### config.mk
export PLATFORM = sky130hd
export DESIGN_NAME = sync_frame_parser_fletcher_unit_flat
export DESIGN_NICKNAME = d
export VERILOG_FILES = /design/src/sfpf_pkg.sv /design/src/sfpf_if.sv /design/src/sfpf_core.sv /design/src/sync_frame_parser_fletcher_unit.sv /design/src/flat_wrapper.sv
export SDC_FILE = /design/constraint.sdc
export NUM_CORES = 1
export LEC_CHECK = 0
export ABC_AREA = 1
export BUFFER_PORTS_ARGS = -buffer_cell sky130_fd_sc_hd__buf_2
export CORE_ASPECT_RATIO = 0.9
export CORE_UTILIZATION = 43
export CTS_CLUSTER_DIAMETER = 150
export DETAILED_ROUTE_END_ITERATION = 8
export PLACE_DENSITY = 0.62
export SLEW_MARGIN = 20
export SYNTH_ARGS = -nofsm -noshare
export SYNTH_HDL_FRONTEND = slang
export SYNTH_HIERARCHICAL = 1
export SYNTH_SLANG_ARGS = --single-unit
### constraint.sdc
create_clock -name clk_i -period 5.2 [get_ports clk_i]
set_input_delay 0.26 -clock clk_i [delete_from_list [all_inputs] [get_ports clk_i]]
set_output_delay 0.26 -clock clk_i [all_outputs]
set_load 0.05 [all_outputs]
### src/sfpf_pkg.sv
// Shared types and constants for the sync-byte frame parser with Fletcher checksum.
// No dependencies; sfpf_core and sync_frame_parser_fletcher_unit import this package.
package sfpf_pkg;

  // Parser states, one code per expected byte of a frame.
  typedef enum logic [2:0] {
    ST_SYNC1   = 3'd0,
    ST_SYNC2   = 3'd1,
    ST_TYPE    = 3'd2,
    ST_LENGTH  = 3'd3,
    ST_PAYLOAD = 3'd4,
    ST_CKA     = 3'd5,
    ST_CKB     = 3'd6
  } parse_state_e;

  // Configuration register indexes.
  typedef enum logic {
    CFG_SYNC_FIRST  = 1'b0,
    CFG_SYNC_SECOND = 1'b1
  } cfg_idx_e;

  // Largest frame type that is accepted.
  localparam logic [7:0] KindMax = 8'd2;

  // One result item.
  typedef struct packed {
    logic       payload_valid;
    logic [7:0] payload_byte;
    logic [7:0] payload_index;
    logic [1:0] frame_kind;
    logic [7:0] frame_length;
    logic       frame_good;
    logic       frame_bad;
  } result_t;

endpackage

### src/sfpf_if.sv
// Valid/ready channel interfaces for received bytes and parser results.
// Depends on nothing but plain logic types.
interface sfpf_in_if;
  logic       valid;
  logic       ready;
  logic [7:0] rx_byte;

  modport source (output valid, output rx_byte, input ready);
  modport sink (input valid, input rx_byte, output ready);
endinterface

interface sfpf_out_if;
  logic       valid;
  logic       ready;
  logic       payload_valid;
  logic [7:0] payload_byte;
  logic [7:0] payload_index;
  logic [1:0] frame_kind;
  logic [7:0] frame_length;
  logic       frame_good;
  logic       frame_bad;

  modport source (
    output valid, output payload_valid, output payload_byte, output payload_index,
    output frame_kind, output frame_length, output frame_good, output frame_bad,
    input ready
  );
  modport sink (
    input valid, input payload_valid, input payload_byte, input payload_index,
    input frame_kind, input frame_length, input frame_good, input frame_bad,
    output ready
  );
endinterface

### src/sfpf_core.sv
// Frame parser state machine and Fletcher checksum accumulator.
// Depends on sfpf_pkg; advances one byte per cycle when step_i is high.
module sfpf_core
  import sfpf_pkg::*;
(
  input  logic       clk_i,
  input  logic       rst_ni,
  input  logic       step_i,
  input  logic [7:0] byte_i,
  input  logic [7:0] sync_first_i,
  input  logic [7:0] sync_second_i,
  output result_t    res_o
);

  parse_state_e state_q, state_d;
  logic [1:0]   kind_q, kind_d;
  logic [7:0]   len_q, len_d;
  logic [7:0]   idx_q, idx_d;
  logic [7:0]   sum_a_q, sum_a_d;
  logic [7:0]   sum_b_q, sum_b_d;
  logic [7:0]   acc_a, acc_b, idx_inc;

  // Running Fletcher sums and the next payload index.
  assign acc_a   = sum_a_q + byte_i;
  assign acc_b   = sum_b_q + acc_a;
  assign idx_inc = idx_q + 8'd1;

  // Next-state logic.
  always_comb begin
    state_d = ST_SYNC1;
    case (state_q)
      ST_SYNC1:   state_d = (byte_i == sync_first_i) ? ST_SYNC2 : ST_SYNC1;
      ST_SYNC2:   state_d = (byte_i == sync_second_i) ? ST_TYPE : ST_SYNC1;
      ST_TYPE:    state_d = (byte_i > KindMax) ? ST_SYNC1 : ST_LENGTH;
      ST_LENGTH:  state_d = ST_PAYLOAD;
      ST_PAYLOAD: state_d = (idx_inc >= len_q) ? ST_CKA : ST_PAYLOAD;
      ST_CKA:     state_d = (byte_i == sum_a_q) ? ST_CKB : ST_SYNC1;
      ST_CKB:     state_d = ST_SYNC1;
      default:    state_d = ST_SYNC1;
    endcase
  end

  // Datapath registers and the result of this byte.
  always_comb begin
    kind_d  = kind_q;
    len_d   = len_q;
    idx_d   = idx_q;
    sum_a_d = sum_a_q;
    sum_b_d = sum_b_q;
    res_o   = '0;
    // The checksum covers every byte after the two sync bytes and before the checksum fields.
    if (state_q == ST_SYNC1 || state_q == ST_SYNC2 || state_q == ST_TYPE ||
        state_q == ST_LENGTH || state_q == ST_PAYLOAD) begin
      sum_a_d = acc_a;
      sum_b_d = acc_b;
    end
    case (state_q)
      ST_SYNC2: begin
        if (byte_i == sync_second_i) begin
          sum_a_d = '0;
          sum_b_d = '0;
        end
      end
      ST_TYPE: begin
        if (byte_i <= KindMax) begin
          kind_d = byte_i[1:0];
        end
      end
      ST_LENGTH: begin
        len_d = byte_i;
        idx_d = '0;
      end
      ST_PAYLOAD: begin
        res_o.payload_valid = 1'b1;
        res_o.payload_byte  = byte_i;
        res_o.payload_index = idx_q;
        idx_d               = idx_inc;
      end
      ST_CKA: begin
        res_o.frame_bad = (byte_i != sum_a_q);
      end
      ST_CKB: begin
        res_o.frame_good = (byte_i == sum_b_q);
        res_o.frame_bad  = (byte_i != sum_b_q);
      end
      default: begin
      end
    endcase
    res_o.frame_kind   = kind_d;
    res_o.frame_length = len_d;
  end

  // Parser state registers.
  always_ff @(posedge clk_i or negedge rst_ni) begin
    if (!rst_ni) begin
      state_q <= ST_SYNC1;
      kind_q  <= '0;
      len_q   <= '0;
      idx_q   <= '0;
      sum_a_q <= '0;
      sum_b_q <= '0;
    end else if (step_i) begin
      state_q <= state_d;
      kind_q  <= kind_d;
      len_q   <= len_d;
      idx_q   <= idx_d;
      sum_a_q <= sum_a_d;
      sum_b_q <= sum_b_d;
    end
  end

endmodule

### src/sync_frame_parser_fletcher_unit.sv
// A byte passes through the input register and then the result register before its result is offered.
// Throughput: one byte per cycle; the parser state advances as a byte moves into the
// result register, so a stalled result holds one byte in the input register and then
// blocks further byte transfers until the result is taken.
// Reset (rst_ni, asynchronous, active low): parser waits for the first sync byte,
// sums, type, length and index clear, both sync registers read 0, no item is held.
module sync_frame_parser_fletcher_unit
  import sfpf_pkg::*;
(
  input  logic       clk_i,
  input  logic       rst_ni,
  input  logic       cfg_we_i,
  input  logic       cfg_idx_i,
  input  logic [7:0] cfg_wdata_i,
  sfpf_in_if.sink    rx_i,
  sfpf_out_if.source res_o
);

  logic       in_vld_q;
  logic [7:0] in_byte_q;
  logic       out_vld_q;
  result_t    out_res_q;
  result_t    core_res;
  logic [7:0] sync_first_q, sync_second_q;
  logic       advance;

  // A byte moves on when the result register is free or being emptied.
  assign advance    = in_vld_q && (!out_vld_q || res_o.ready);
  assign rx_i.ready = !in_vld_q || advance;

  // Configuration registers.
  always_ff @(posedge clk_i or negedge rst_ni) begin
    if (!rst_ni) begin
      sync_first_q  <= '0;
      sync_second_q <= '0;
    end else if (cfg_we_i) begin
      case (cfg_idx_i)
        CFG_SYNC_FIRST:  sync_first_q  <= cfg_wdata_i;
        CFG_SYNC_SECOND: sync_second_q <= cfg_wdata_i;
        default: begin
        end
      endcase
    end
  end

  // Input register.
  always_ff @(posedge clk_i or negedge rst_ni) begin
    if (!rst_ni) begin
      in_vld_q <= 1'b0;
    end else if (rx_i.valid && rx_i.ready) begin
      in_vld_q <= 1'b1;
    end else if (advance) begin
      in_vld_q <= 1'b0;
    end
  end

  always_ff @(posedge clk_i) begin
    if (rx_i.valid && rx_i.ready) begin
      in_byte_q <= rx_i.rx_byte;
    end
  end

  sfpf_core u_core (
    .clk_i         (clk_i),
    .rst_ni        (rst_ni),
    .step_i        (advance),
    .byte_i        (in_byte_q),
    .sync_first_i  (sync_first_q),
    .sync_second_i (sync_second_q),
    .res_o         (core_res)
  );

  // Result register.
  always_ff @(posedge clk_i or negedge rst_ni) begin
    if (!rst_ni) begin
      out_vld_q <= 1'b0;
    end else if (advance) begin
      out_vld_q <= 1'b1;
    end else if (res_o.ready) begin
      out_vld_q <= 1'b0;
    end
  end

  always_ff @(posedge clk_i) begin
    if (advance) begin
      out_res_q <= core_res;
    end
  end

  assign res_o.valid         = out_vld_q;
  assign res_o.payload_valid = out_res_q.payload_valid;
  assign res_o.payload_byte  = out_res_q.payload_byte;
  assign res_o.payload_index = out_res_q.payload_index;
  assign res_o.frame_kind    = out_res_q.frame_kind;
  assign res_o.frame_length  = out_res_q.frame_length;
  assign res_o.frame_good    = out_res_q.frame_good;
  assign res_o.frame_bad     = out_res_q.frame_bad;

endmodule

### src/flat_wrapper.sv
// flat-port wrapper written by rule: the top's interface ports become plain ports
module sync_frame_parser_fletcher_unit_flat import sfpf_pkg::*;
  (clk_i, rst_ni, cfg_we_i, cfg_idx_i, cfg_wdata_i, rx_i_valid, rx_i_rx_byte, rx_i_ready, res_o_valid, res_o_payload_valid, res_o_payload_byte, res_o_payload_index, res_o_frame_kind, res_o_frame_length, res_o_frame_good, res_o_frame_bad, res_o_ready);
  sfpf_in_if rx_i_i ();
  sfpf_out_if res_o_i ();
  input  logic clk_i;
  input  logic rst_ni;
  input  logic cfg_we_i;
  input  logic cfg_idx_i;
  input  logic [7:0] cfg_wdata_i;
  input wire logic [$bits(rx_i_i.valid)-1:0] rx_i_valid;
  input wire logic [$bits(rx_i_i.rx_byte)-1:0] rx_i_rx_byte;
  output wire logic [$bits(rx_i_i.ready)-1:0] rx_i_ready;
  output wire logic [$bits(res_o_i.valid)-1:0] res_o_valid;
  output wire logic [$bits(res_o_i.payload_valid)-1:0] res_o_payload_valid;
  output wire logic [$bits(res_o_i.payload_byte)-1:0] res_o_payload_byte;
  output wire logic [$bits(res_o_i.payload_index)-1:0] res_o_payload_index;
  output wire logic [$bits(res_o_i.frame_kind)-1:0] res_o_frame_kind;
  output wire logic [$bits(res_o_i.frame_length)-1:0] res_o_frame_length;
  output wire logic [$bits(res_o_i.frame_good)-1:0] res_o_frame_good;
  output wire logic [$bits(res_o_i.frame_bad)-1:0] res_o_frame_bad;
  input wire logic [$bits(res_o_i.ready)-1:0] res_o_ready;
  assign rx_i_i.valid = rx_i_valid;
  assign rx_i_i.rx_byte = rx_i_rx_byte;
  assign rx_i_ready = rx_i_i.ready;
  assign res_o_valid = res_o_i.valid;
  assign res_o_payload_valid = res_o_i.payload_valid;
  assign res_o_payload_byte = res_o_i.payload_byte;
  assign res_o_payload_index = res_o_i.payload_index;
  assign res_o_frame_kind = res_o_i.frame_kind;
  assign res_o_frame_length = res_o_i.frame_length;
  assign res_o_frame_good = res_o_i.frame_good;
  assign res_o_frame_bad = res_o_i.frame_bad;
  assign res_o_i.ready = res_o_ready;
  sync_frame_parser_fletcher_unit u_core (.clk_i(clk_i), .rst_ni(rst_ni), .cfg_we_i(cfg_we_i), .cfg_idx_i(cfg_idx_i), .cfg_wdata_i(cfg_wdata_i), .rx_i(rx_i_i), .res_o(res_o_i));
endmodule
### Word level (Yosys, flattened, before mapping)

Cells that the tools add are included.

* $add $sub $neg: 3
* $lt $le $gt $ge: 3
* eq/ne operators: 12
* mux-type cells: 22
* bitwise gates (word level): 1
* reductions and logical operators: 17

Operator list (count)
* $mux 8: 7
* $eq 8x8->1: 4
* $pmux 3 s6: 1
* $mux 17: 1
* $add 8x8->8: 2
* $ne 8x8->1: 2
* $pmux 8 s2: 1
* $eq 3x3->1 const B: 3
* $add 8x1->8 const B: 1
* $ge 8x8->1: 1
* $gt 8x2->1 const B: 1
* $le 8x2->1 const B: 1
* $mux 2: 4
* $eq 3x2->1 const B: 2
* $logic_or 1x1->1: 6
* $mux 1: 6
* $reduce_and 2->1: 3
* $reduce_bool 2->1: 3
* $eq 3x1->1 const B: 1
* $logic_not 3->1: 1
* $mux 3: 1
* $logic_and 1x1->1: 2
* $logic_not 1->1: 2
* $pmux 1 s2: 1
* $not 1->1: 1

* register bits: 92
* input port bits: 22
* output and inout port bits: 31
* logic and storage cells: 76

### Longest topological paths before layout

Gate-level depths: netlist of the first run.

* depth in word-level cells: 8
* depth in mapped cells: 19

### Hierarchy

The synthesis of the first run kept the hierarchy.

By module, submodules not included
* sfpf_core: times used 1, cells each 471, area each 3276.9 µm², seq. area each 925.9 µm²
* sync_frame_parser_fletcher_unit: times used 1, cells each 119, area each 1864.3 µm², seq. area each 1561.5 µm²

### Least setup slack after synthesis of the first run

Ideal clock, no wire load.

* path kind: flip-flop to flip-flop
* start point: reg u_core.out_vld_q (netlist: u_core/res_o.valid)
* end point: reg u_core.u_core.sum_b_q[2]
* library setup time: 120 ps
* arrival time: 3272 ps
* data required time: 5080 ps
* setup slack: 1807 ps
* cell stages (with the launch flop): 9
* cell sequence: dfrtp_1 > a21oi_1 > buf_4 > inv_2 > nor2_1 > buf_2 > nand2_1 > o211ai_1 > inv_1

* longest elaborated chain between the ends: 3

Ends and longest elaborated chain
* start, declared: RTL line sync_frame_parser_fletcher_unit.sv:21 `logic out_vld_q;`
* start signal, assigned: RTL line sync_frame_parser_fletcher_unit.sv:76 `out_vld_q <= 1'b0;`
* start signal, assigned: RTL line sync_frame_parser_fletcher_unit.sv:78 `out_vld_q <= 1'b1;`
* start signal, assigned: RTL line sync_frame_parser_fletcher_unit.sv:80 `out_vld_q <= 1'b0;`
* $logic_not 1->1: RTL line sync_frame_parser_fletcher_unit.sv:28 `assign advance = in_vld_q && (!out_vld_q || res_o.ready);`
* $logic_or 1x1->1: RTL line sync_frame_parser_fletcher_unit.sv:28
* $logic_and 1x1->1: RTL line sync_frame_parser_fletcher_unit.sv:28
* named net u_core.advance: RTL line sync_frame_parser_fletcher_unit.sv:25 `logic advance;`
* end signal, assigned: RTL line sfpf_core.sv:108 `sum_b_q <= sum_b_d;`
* end, declared: RTL line sfpf_core.sv:20 `logic [7:0] sum_b_q, sum_b_d;`

The timed path passes the listed nets, and every way through them passes these cells.
A chain may end at the register's enable or synchronous reset.

### Worst setup path after layout of the first run

* start point: reg u_core.in_byte_q[0]
* end point: reg u_core.u_core.sum_b_q[7]

* longest elaborated chain between the ends: 5

Ends and longest elaborated chain
* start, declared: RTL line sync_frame_parser_fletcher_unit.sv:20 `logic [7:0] in_byte_q;`
* start signal, assigned: RTL line sync_frame_parser_fletcher_unit.sv:59 `in_byte_q <= rx_i.rx_byte;`
* $add 8x8->8: RTL line sfpf_core.sv:24 `assign acc_a = sum_a_q + byte_i;`
* $add 8x8->8: RTL line sfpf_core.sv:25 `assign acc_b = sum_b_q + acc_a;`
* $mux 8: RTL line sfpf_core.sv:52 `if (state_q == ST_SYNC1 || state_q == ST_SYNC2 || state_q == ST_TYPE ||`
* $mux 8: RTL line sfpf_core.sv:59 `if (byte_i == sync_second_i) begin`
* $mux 8 (*): RTL line sfpf_core.sv:57 `case (state_q)`

Mark *: on every way between the ends. The rest lies on a longest branch, timed or not.

==> results.cfg, run 1 <==
[cells_and_area]
nets = 690
area_growth_pct = 13.26
antenna-diode-count = 0
postLayoutCoreUtil_pct = 50.52
fin_area_um2 = 5823
final_layout_size_suffix_gt1_share_pct = 15.28

[floorplan]
coreArea_um2 = 11530
io_pins = 53
start_util_pct = 44.60
die_w_um = 117.3
chipHeight_um = 105.7
die_area_um2 = 12400
core.rowCount = 37

[power]
p_switching_mw = 1.015
power.leakage_nw = 2.795
intPower_mw = 1.649
cellPowerDensity_nw_per_um2 = 457.5
p_clk_share_pct = 24.0
switching_share_pct = 38.11
vdd_drop_max_mv = 0.2853
combinationalPowerShare_pct = 39.8
p_seq_share_pct = 36.2

[synthesis]
yosys-top-cells-area = dfrtp_1 (27%), edfxtp_1 (22%), nand2_1 (11%), inv_1 (5.8%), ha_1 (5.6%)
ys_seq_area_share_pct = 48.38
synth-simple-area-share_pct = 23.46
ys_warn_count = 6
yosysTopAreaCellShare_pct = 26.77
synth_edf_count = 37
synth_top_family_by_area = simple AND/OR/NAND/NOR gates
synth-adder-area-share_pct = 6.376
synth-compound-area-share_pct = 8.688
synthTopCellsByCount = nand2_1 (147), inv_1 (79), dfrtp_1 (55)
post_synth.cell_area_avg_um2 = 8.714
ys_types = 41
ys_ff_latch = 92
synthXorXnorAreaFrac_pct = 4.600
synthesis.area_um2 = 5141
syn_nets = 637
synth_mux_area_share_pct = 0
netlist_instances = 590
synthFlopType = dfrtp_1
yosysMostFrequentCell = nand2_1
yosysTopAreaCell = dfrtp_1
async_flop_share_pct = 59.78

[global_routing]
grt_max_degree = 57
grt_overflow = 0
grt_usage_pct = 20.34
grt_pass1_vias = 3879
antenna_found_initial = 0
grt_pass1_wl_mm = 18.91

[cts]
clock_latency_ns = 0.34
cts_resized = 0
post_cts_buffers = 0
htreeDepth = 3
clk_pin_slew_worst_paths_ns = 0.06
cts-buffers-inserted = 9
cts_num_sinks = 92
hold_buffers = 0
clockBufferDepth = 2
cts-root-buf = clkbuf_16
tritoncts = done

[critical_path]
startpoint = u_core/in_byte_q[0]
r2r_setup_slack_ns = 2.35
end_kind = flip-flop
worst-r2r-cell-count = 17
crit_path_max_fanout = 8
cp_slowest_cell = edfxtp_1
crit_chain = ha_1 -> fa_1 -> nand3_1 -> nand2_1 -> xnor2_1 -> inv_1 -> ha_1 -> nand2_1 -> nand2_1 -> nand2_1 -> nand2_1 -> a21oi_1 -> nand3_1 -> nand3_1 -> nand2_1 -> inv_1 -> nor2_1
worstPathArrival_ns = 3.09
crit_buf_inv = 2
r2r_start = u_core/in_byte_q[0]
crit_end = u_core/u_core/sum_b_q[7]
r2r_end = u_core/u_core/sum_b_q[7]
cpLargestDelayFamily = adder cells
worstSetupStartpointType = flip-flop
cpPeakStageDelay_ns = 0.53
cp.required_ns = 5.44
critPathKind = reg -> reg
crit_top_cell = nand2_1
crit_cells = 17

[timing]
timing.final.crit_share_pct = 54.81
final_max_slew_viol_count = 0
tightest_slew_ns = 0.7377
max_slew_margin_pct = 50.82
timing.fmax_ghz = 0.3509
setup_viol = 0
tns_ns = 0
fin_crit_ns = 2.850
finClkSkew_ns = 0.007304
layout_setup_ws_ns = 2.350
hold_viol_final = 0
grt_setup_unrepaired = no

[outcome]
status = complete, no violations

[flow_run]
maxCapViolations = 0

[routing]
ant_nets = 0
via_per_inst = 5.080
dr.pass1.iters = 5
route.detailed.drc = 0
dr.first_iter.drc_count = 287
vias = 4084
drt-wirelength-per-cell_um = 14.16
routed_wl_mm = 11.38

[hold_path]
holdCritPathClass = in -> async

[placement]
dpl_worst_slack_ns = 2.352
hpwlAfterDp_mm = 8.315
placed_area_um2 = 5535
portBuffers = 52
gp_congestion = 0.9197
placed cells by master, fill, tap and decap left out, drive strengths merged, types with 12 or more instances in the layout:
cell type	n
nand2	151
inv	89
dfrtp	55
buf	55
nor2	45
nand3	41
edfxtp	37
o21ai	33
ha	23
a21oi	19
xor2	15
nand4	15
clkbuf	13
xnor2	12
stage by stage:
step / total power [mW] / cells / hold slack [ns]
5_1_grt: 2.881 / 804 / 0.07875
4_1_cts: 2.680 / 804 / 0.07825
3_3_place_gp: 2.000 / 788 / 0.4387
3_5_place_dp: 2.025 / 788 / 0.4400
6_report: 2.664 / 804 / 0.06078
2_1_floorplan: 1.794 / 590 / -0.03559
sequential cells by signal, summed over array words and instances, names as in the netlist, 2 cells and up:
name                        cells
u_core/res_o.payload_byte       8
u_core/u_core/kind_q            2
u_core/u_core/idx_q             8
u_core/u_core/sum_b_q           8
u_core/u_core/state_q           3
u_core/u_core/sum_a_q           8
u_core/in_byte_q                8
u_core/res_o.payload_index      8
u_core/res_o.frame_length       8
u_core/u_core/len_q             8
u_core/sync_first_q             8
u_core/res_o.frame_kind         2
u_core/sync_second_q            8
per-layer routing:
metal	part of all wire, %	vias to the layer above	track usage [%]
li1	-	2032	-
met3	6.0	12	4.313
met1	47	1916	28.05
met4	1.5	0	6.691
met2	46	124	31.60
met5	0	-	0
worst min-delay path by stage:
stage	start	to	slack, ns	cells past startpoint
after global routing	rx_i_rx_byte[5]	u_core/in_byte_q[5]	0.08	1
after detailed placement	rx_i_rx_byte[5]	u_core/in_byte_q[5]	0.44	1
after floorplan	rst_ni	u_core/in_vld_q	-0.04	0
after global placement	rx_i_rx_byte[6]	u_core/in_byte_q[6]	0.44	1
after CTS	rx_i_rx_byte[5]	u_core/in_byte_q[5]	0.08	1
final	rst_ni	u_core/u_core/sum_a_q[3]	0.06	2
cell type report:
type / count / area, um2
clock buffers: 13 / 250.2
clock inverters: 3 / 37.54
fillers: 1090 / 5704
inverters: 89 / 341.6
multi-input cells: 396 / 2228
flip-flops and latches: 92 / 2487
well taps: 156 / 195.2
repair buffers: 55 / 282.8
kinds of logic after synthesis:
| group | count (synthesis) |
|---|---|
| buf+inv | 102 |
| simple gates | 269 |
| compound gates | 75 |
| xor+xnor | 27 |
| flops | 92 |
| fa+ha+maj | 25 |
power by group through the flow:
stage / sequential (mW) / clock, mW / combinational [mW]
6_report: 0.963 / 0.639 / 1.06
5_1_grt: 0.977 / 0.687 / 1.22
3_5_place_dp: 0.973 / 0 / 1.05
2_1_floorplan: 0.987 / 0 / 0.807
3_3_place_gp: 0.971 / 0 / 1.03
4_1_cts: 0.961 / 0.663 / 1.06
Power figures use the tool's default switching activity.
==> run 2: changes to the inputs <==
ABC_AREA = 0   (was 1)
clock period = 2.8 ns   (was 5.2 ns; I/O delays follow)
==> results.cfg, run 2 <==
[power]
vdd_drop_max_mv = 0.4295
switching_share_pct = 38.45
p_clk_share_pct = 18.6
cellPowerDensity_nw_per_um2 = 1010
p_switching_mw = 2.279
intPower_mw = 3.647
p_seq_share_pct = 34.4
combinationalPowerShare_pct = 47.0
power.leakage_nw = 2.586

[flow_run]
maxCapViolations = 0

[placement]
place_inst = 635
hpwlAfterDp_mm = 7.430
dpl_worst_slack_ns = -0.2402
portBuffers = 52
gp_congestion = 0.9126

[cells_and_area]
regArea_um2 = 2487
fillers = 990
final_common_cell = dfrtp_1
nets = 558
multi_input_area_um2 = 2267
final_cells = 668
final_layout_size_suffix_gt1_share_pct = 24.61
antenna-diode-count = 0
final_cell_mix = dfrtp_1 (55), buf_2 (52), nand2_1 (42), edfxtp_1 (37), xnor2_1 (37)
area_growth_pct = 19.33

[critical_path]
startpoint = u_core/in_byte_q[0]
end_kind = flip-flop
r2r_setup_slack_ns = -0.11
crit_path_max_fanout = 2
r2r_start = u_core/in_byte_q[0]
worstSetupStartpointType = flip-flop
worstPathArrival_ns = 3.14
r2r_end = u_core/u_core/sum_b_q[6]
critPathKind = reg -> reg
cp.required_ns = 3.03
worst-r2r-cell-count = 11

[global_routing]
grt_pass1_vias = 3421
grt_usage_pct = 19.84
antenna_found_initial = 0
grt_pass1_wl_mm = 17.49
grt_overflow = 0
grt_max_degree = 38

[routing]
dr.pass1.iters = 6
drt-wirelength-per-cell_um = 16.05
dr.first_iter.drc_count = 212
route.detailed.drc = 0
via_per_inst = 5.225
vias = 3490
ant_nets = 0
routed_wl_mm = 10.72

[synthesis]
yosys-top-cells-area = dfrtp_1 (28%), edfxtp_1 (23%), xnor2_1 (6.6%), ha_1 (5.9%), nand2_1 (3.2%)
synthFlopType = dfrtp_1
syn_nets = 478
synthesis.area_um2 = 4918
async_flop_share_pct = 59.78
yosysTopAreaCellShare_pct = 27.98
ys_ff_latch = 92
synth_edf_count = 37
yosysTopAreaCell = dfrtp_1
post_synth.cell_area_avg_um2 = 11.41
yosysMostFrequentCell = dfrtp_1
ys_seq_area_share_pct = 50.57
ys_types = 58
synthTopCellsByCount = dfrtp_1 (55), nand2_1 (42), edfxtp_1 (37), xnor2_1 (37), ha_1 (23)
netlist_instances = 431
ys_warn_count = 6

[timing]
fin_crit_ns = 2.906
timing.fmax_ghz = 0.3441
hold_viol_final = 0
layout_setup_ws_ns = -0.1062
setup_viol = 2
tightest_slew_ns = 0.6231
final_max_slew_viol_count = 0
timing.final.crit_share_pct = 103.8
grt_setup_unrepaired = yes
finClkSkew_ns = 0.008651
max_slew_margin_pct = 58.18

[floorplan]
die_w_um = 114.7
chipHeight_um = 103.5
coreArea_um2 = 10990
io_pins = 53
die_area_um2 = 11870
start_util_pct = 44.75
core.rowCount = 36

[hold_path]
hold_start = cfg_wdata_i[4]
whs_path_depth = 2
holdCritPathClass = in -> reg
holdPathEnd = u_core/sync_first_q[4]

[cts]
tritoncts = done
htreeDepth = 3
cts-buffers-inserted = 9
cts_num_sinks = 92
clockBufferDepth = 2
clock_latency_ns = 0.34
cts-root-buf = clkbuf_16
clk_pin_slew_worst_paths_ns = 0.07

[outcome]
violations = setup timing
status = complete, but fails checks
==> run 2: metal layers <==
metal  global-route usage [%]  vias to the layer above  wire length [um]
li1                         -                     1685                 -
met1                    27.14                     1674              5209
met2                    31.05                      115              4759
met3                    4.429                       16               562
met4                    7.592                        0               189
met5                        0                        -                 0
==> run 2: repair_timing <==
action / in CTS / in global routing
hold buffers: 10 / 0
pin swaps: 9 / 3
endpoints found under the hold margin: 28 / 0
gates resized for setup: 9 / 0
buffers inserted: 4 / 3
endpoints found under the setup margin: 2 / 2
==> run 2: critical path: stages, from the launching register on <==
cell      delay [ns]
edfxtp_1        0.41
ha_2            0.22
fa_2            0.34
a21o_1          0.17
a21oi_2         0.17
o21bai_1        0.08
a21oi_1         0.16
xnor2_1         0.17
ha_1            0.29
buf_4           0.15
or3_1           0.37
a32o_1          0.26
==> run 2: per-stage QoR <==
step	TNS (ns)	total power, mW	utilization, %	hold slack, ns	cell area [um2]
after floorplan	0	4.006	-	-0.1556	4918
after global placement	-0.1390	4.578	49.32	0.1709	5420
after detailed placement	-0.3642	4.661	49.32	0.1703	5420
after CTS	-0.05945	5.887	53.20	0.02868	5847
after global routing	-0.3817	6.371	53.40	0.03667	5869
final	-0.1393	5.926	53.40	0.03552	5869
==> run 2: worst max-delay path by stage <==
stage                                          end  slack, ns  depth (start not counted)
after detailed placement  u_core/u_core/sum_b_q[7]      -0.24                         13
final                     u_core/u_core/sum_b_q[6]      -0.11                         11
after CTS                 u_core/u_core/sum_b_q[7]      -0.04                         13
after global routing      u_core/u_core/sum_b_q[7]      -0.19                         13
after floorplan           u_core/u_core/sum_b_q[7]       0.02                         13
after global placement    u_core/u_core/sum_b_q[7]      -0.11                         13
==> run 2: final cells by class <==
class,count,share of cell area [%]
repair buffers,91,9.977
multi-input cells,298,38.63
clock buffers,10,3.901
clock inverters,6,0.6608
well taps,152,3.240
flip-flops and latches,92,42.38
inverters,19,1.215
==> run 2: cell families (layout without fill, tap and decap cells) <==
group | after synthesis | count (layout) | synth area share (%)
AOI/OAI and AO/OA | 76 | 76 | 10.43
muxes | 28 | 28 | 6.996
and+or+nand+nor | 122 | 122 | 13.18
xor gates and xnor gates | 47 | 47 | 8.369
DFF | 92 | 92 | 50.57
adders and majority gates | 25 | 25 | 6.665
buffers and inverters | 41 | 126 | 3.790
==> run 2: power by group through the flow <==
stage / combinational, mW / clock, mW / sequential [mW]
after global routing: 3.08 / 1.21 / 2.08
after CTS: 2.72 / 1.13 / 2.03
after detailed placement: 2.60 / 0 / 2.06
after floorplan: 1.80 / 0 / 2.20
after global placement: 2.54 / 0 / 2.04
final: 2.78 / 1.10 / 2.04
==> run 3: changes to the inputs <==
ABC_AREA = 1   (was 0)
CAP_MARGIN = 20   (was unset)
==> results.cfg, run 3 (synthesis gave the netlist of run 1 again) <==
[routing]
routed_wl_mm = 11.83
ant_nets = 0
via_per_inst = 4.983
dr.first_iter.drc_count = 224
vias = 4111
route.detailed.drc = 0
dr.pass1.iters = 4
drt-wirelength-per-cell_um = 14.34

[hold_path]
holdCritPathClass = in -> reg
hold_start = cfg_wdata_i[2]

[timing]
max_slew_margin_pct = 59.81
tightest_slew_ns = 0.6009
timing.fmax_ghz = 0.3881
layout_setup_ws_ns = 0.2236
finClkSkew_ns = 0.01179
timing.final.crit_share_pct = 92.01
setup_viol = 0
fin_crit_ns = 2.576
final_max_slew_viol_count = 0
hold_viol_final = 0
hold-worst-slack_ns = 0.03756

[cells_and_area]
final_cells = 825
area_growth_pct = 18.45
final_cell_mix = nand2_1 (147), inv_1 (79), dfrtp_1 (55), buf_2 (52), nand3_1 (41)
final_common_cell = nand2_1
fillers = 1058
antenna-diode-count = 0
nets = 711
fin_area_um2 = 6090
final_layout_size_suffix_gt1_share_pct = 18.09

[global_routing]
grt_max_degree = 56
grt_busiest_layer = met2
grt_pass1_vias = 4135
antenna_found_initial = 0
grt_overflow = 0
grt_pass1_wl_mm = 19.84
grtUsageMet2_pct = 32.82
grt_usage_pct = 21.37
grt_use_met3_pct = 5.808
grt_use_met1_pct = 28.87

[placement]
dpl_worst_slack_ns = 0.1014
hpwlAfterDp_mm = 8.470
portBuffers = 52
gp_congestion = 0.9217
placed_area_um2 = 5593
place_inst = 794

[critical_path]
crit_path_max_fanout = 5
end_kind = flip-flop
critPathKind = reg -> reg
r2r_start = u_core/u_core/sum_a_q[4]
worstSetupStartpointType = flip-flop
cp.required_ns = 3.09
startpoint = u_core/u_core/sum_a_q[4]
worstPathArrival_ns = 2.87

[floorplan]
coreArea_um2 = 11530
core.rowCount = 37
chipHeight_um = 105.7
die_area_um2 = 12400
start_util_pct = 44.60
io_pins = 53
die_w_um = 117.3

[power]
p_switching_mw = 2.009
p_seq_share_pct = 33.4
p_clk_share_pct = 24.1
intPower_mw = 3.293
switching_share_pct = 37.89
cellPowerDensity_nw_per_um2 = 870.6
combinationalPowerShare_pct = 42.4
power.leakage_nw = 2.906
vdd_drop_max_mv = 0.3949

[cts]
clk_pin_slew_worst_paths_ns = 0.07
htreeDepth = 3
clock_latency_ns = 0.36
cts_num_sinks = 92
cts-root-buf = clkbuf_16
cts-buffers-inserted = 9
tritoncts = done
clockBufferDepth = 2

[flow_run]
maxCapViolations = 0

[outcome]
status = complete, no violations
==> run 3: cell count changes in the layout (fill, tap and decap cells not counted), moves of 14 or more <==
cell,before,now
and2_1,19,0
buf_4,27,13
inv_1,17,79
nand2_1,42,147
nand3_1,8,41
nor2_1,11,39
o21ai_0,14,29
xnor2_1,37,11
==> run 3: per-layer routing <==
| metal | routed length (um) | share of wire [%] |
|---|---|---|
| met2 | 5401 | 46 |
| met1 | 5533 | 47 |
| met3 | 635 | 5.4 |
| met4 | 257 | 2.2 |
| met5 | 0 | 0 |
==> run 3: timing repair <==
action                                  in CTS  in global routing
buffers inserted                             0                  5
endpoints found under the setup margin       0                  2
hold endpoints to repair                    64                  0
hold buffers                                10                  0
gates resized for setup                      0                  7
==> run 3: per-stage QoR <==
stage	power (mW)	util, %	TNS, ns
2_1_floorplan	3.332	-	0
3_3_place_gp	3.717	48.52	0
3_5_place_dp	3.783	48.52	0
4_1_cts	5.090	52.12	0
5_1_grt	5.738	52.83	-0.007126
6_report	5.302	52.83	0
==> run 3: area by class of cell <==
type / instances / area (um2) / share of cell area (%)
inverters: 89 / 341.6 / 5.609
multi-input cells: 396 / 2272 / 37.31
flip-flops and latches: 92 / 2487 / 40.85
repair buffers: 76 / 478.0 / 7.849
clock buffers: 13 / 270.3 / 4.438
well taps: 156 / 195.2 / 3.205
clock inverters: 3 / 45.04 / 0.7397
==> run 3: final timing paths <==
path	endpoint	slack, ns	cells after the start
hold reg to reg	u_core/sync_first_q[0]	0.49	2
max in group asynchronous	u_core/u_core/idx_q[2]	2.21	3
setup / recovery	u_core/u_core/sum_b_q[7]	0.22	18
min in group asynchronous	u_core/u_core/sum_a_q[0]	0.30	3
setup reg to reg	u_core/u_core/sum_b_q[7]	0.22	18
hold / removal	u_core/sync_first_q[2]	0.04	3
==> run 3: worst max-delay path, cell delays in order (launching register included) <==
cell and delay [ns]:
dfrtp_1 0.43, ha_2 0.42, nand2_1 0.09, inv_1 0.06, nand4_1 0.07, o211ai_1 0.11
xor2_1 0.22, ha_1 0.31, nand2_1 0.12, inv_1 0.05, nand2_1 0.05, nand2_1 0.06
a21oi_2 0.13, inv_1 0.06, nand2_1 0.08, nand3_1 0.07, nand2_1 0.06, inv_1 0.04
nor2_1 0.09
==> run 3: power by group through the flow <==
stage                     clock network, mW  registers, mW  logic (mW)
after floorplan                           0           1.83        1.50
after global placement                    0           1.78        1.94
after detailed placement                  0           1.79        2.00
after CTS                              1.32           1.76        2.01
after global routing                   1.36           1.80        2.58
final                                  1.28           1.77        2.25
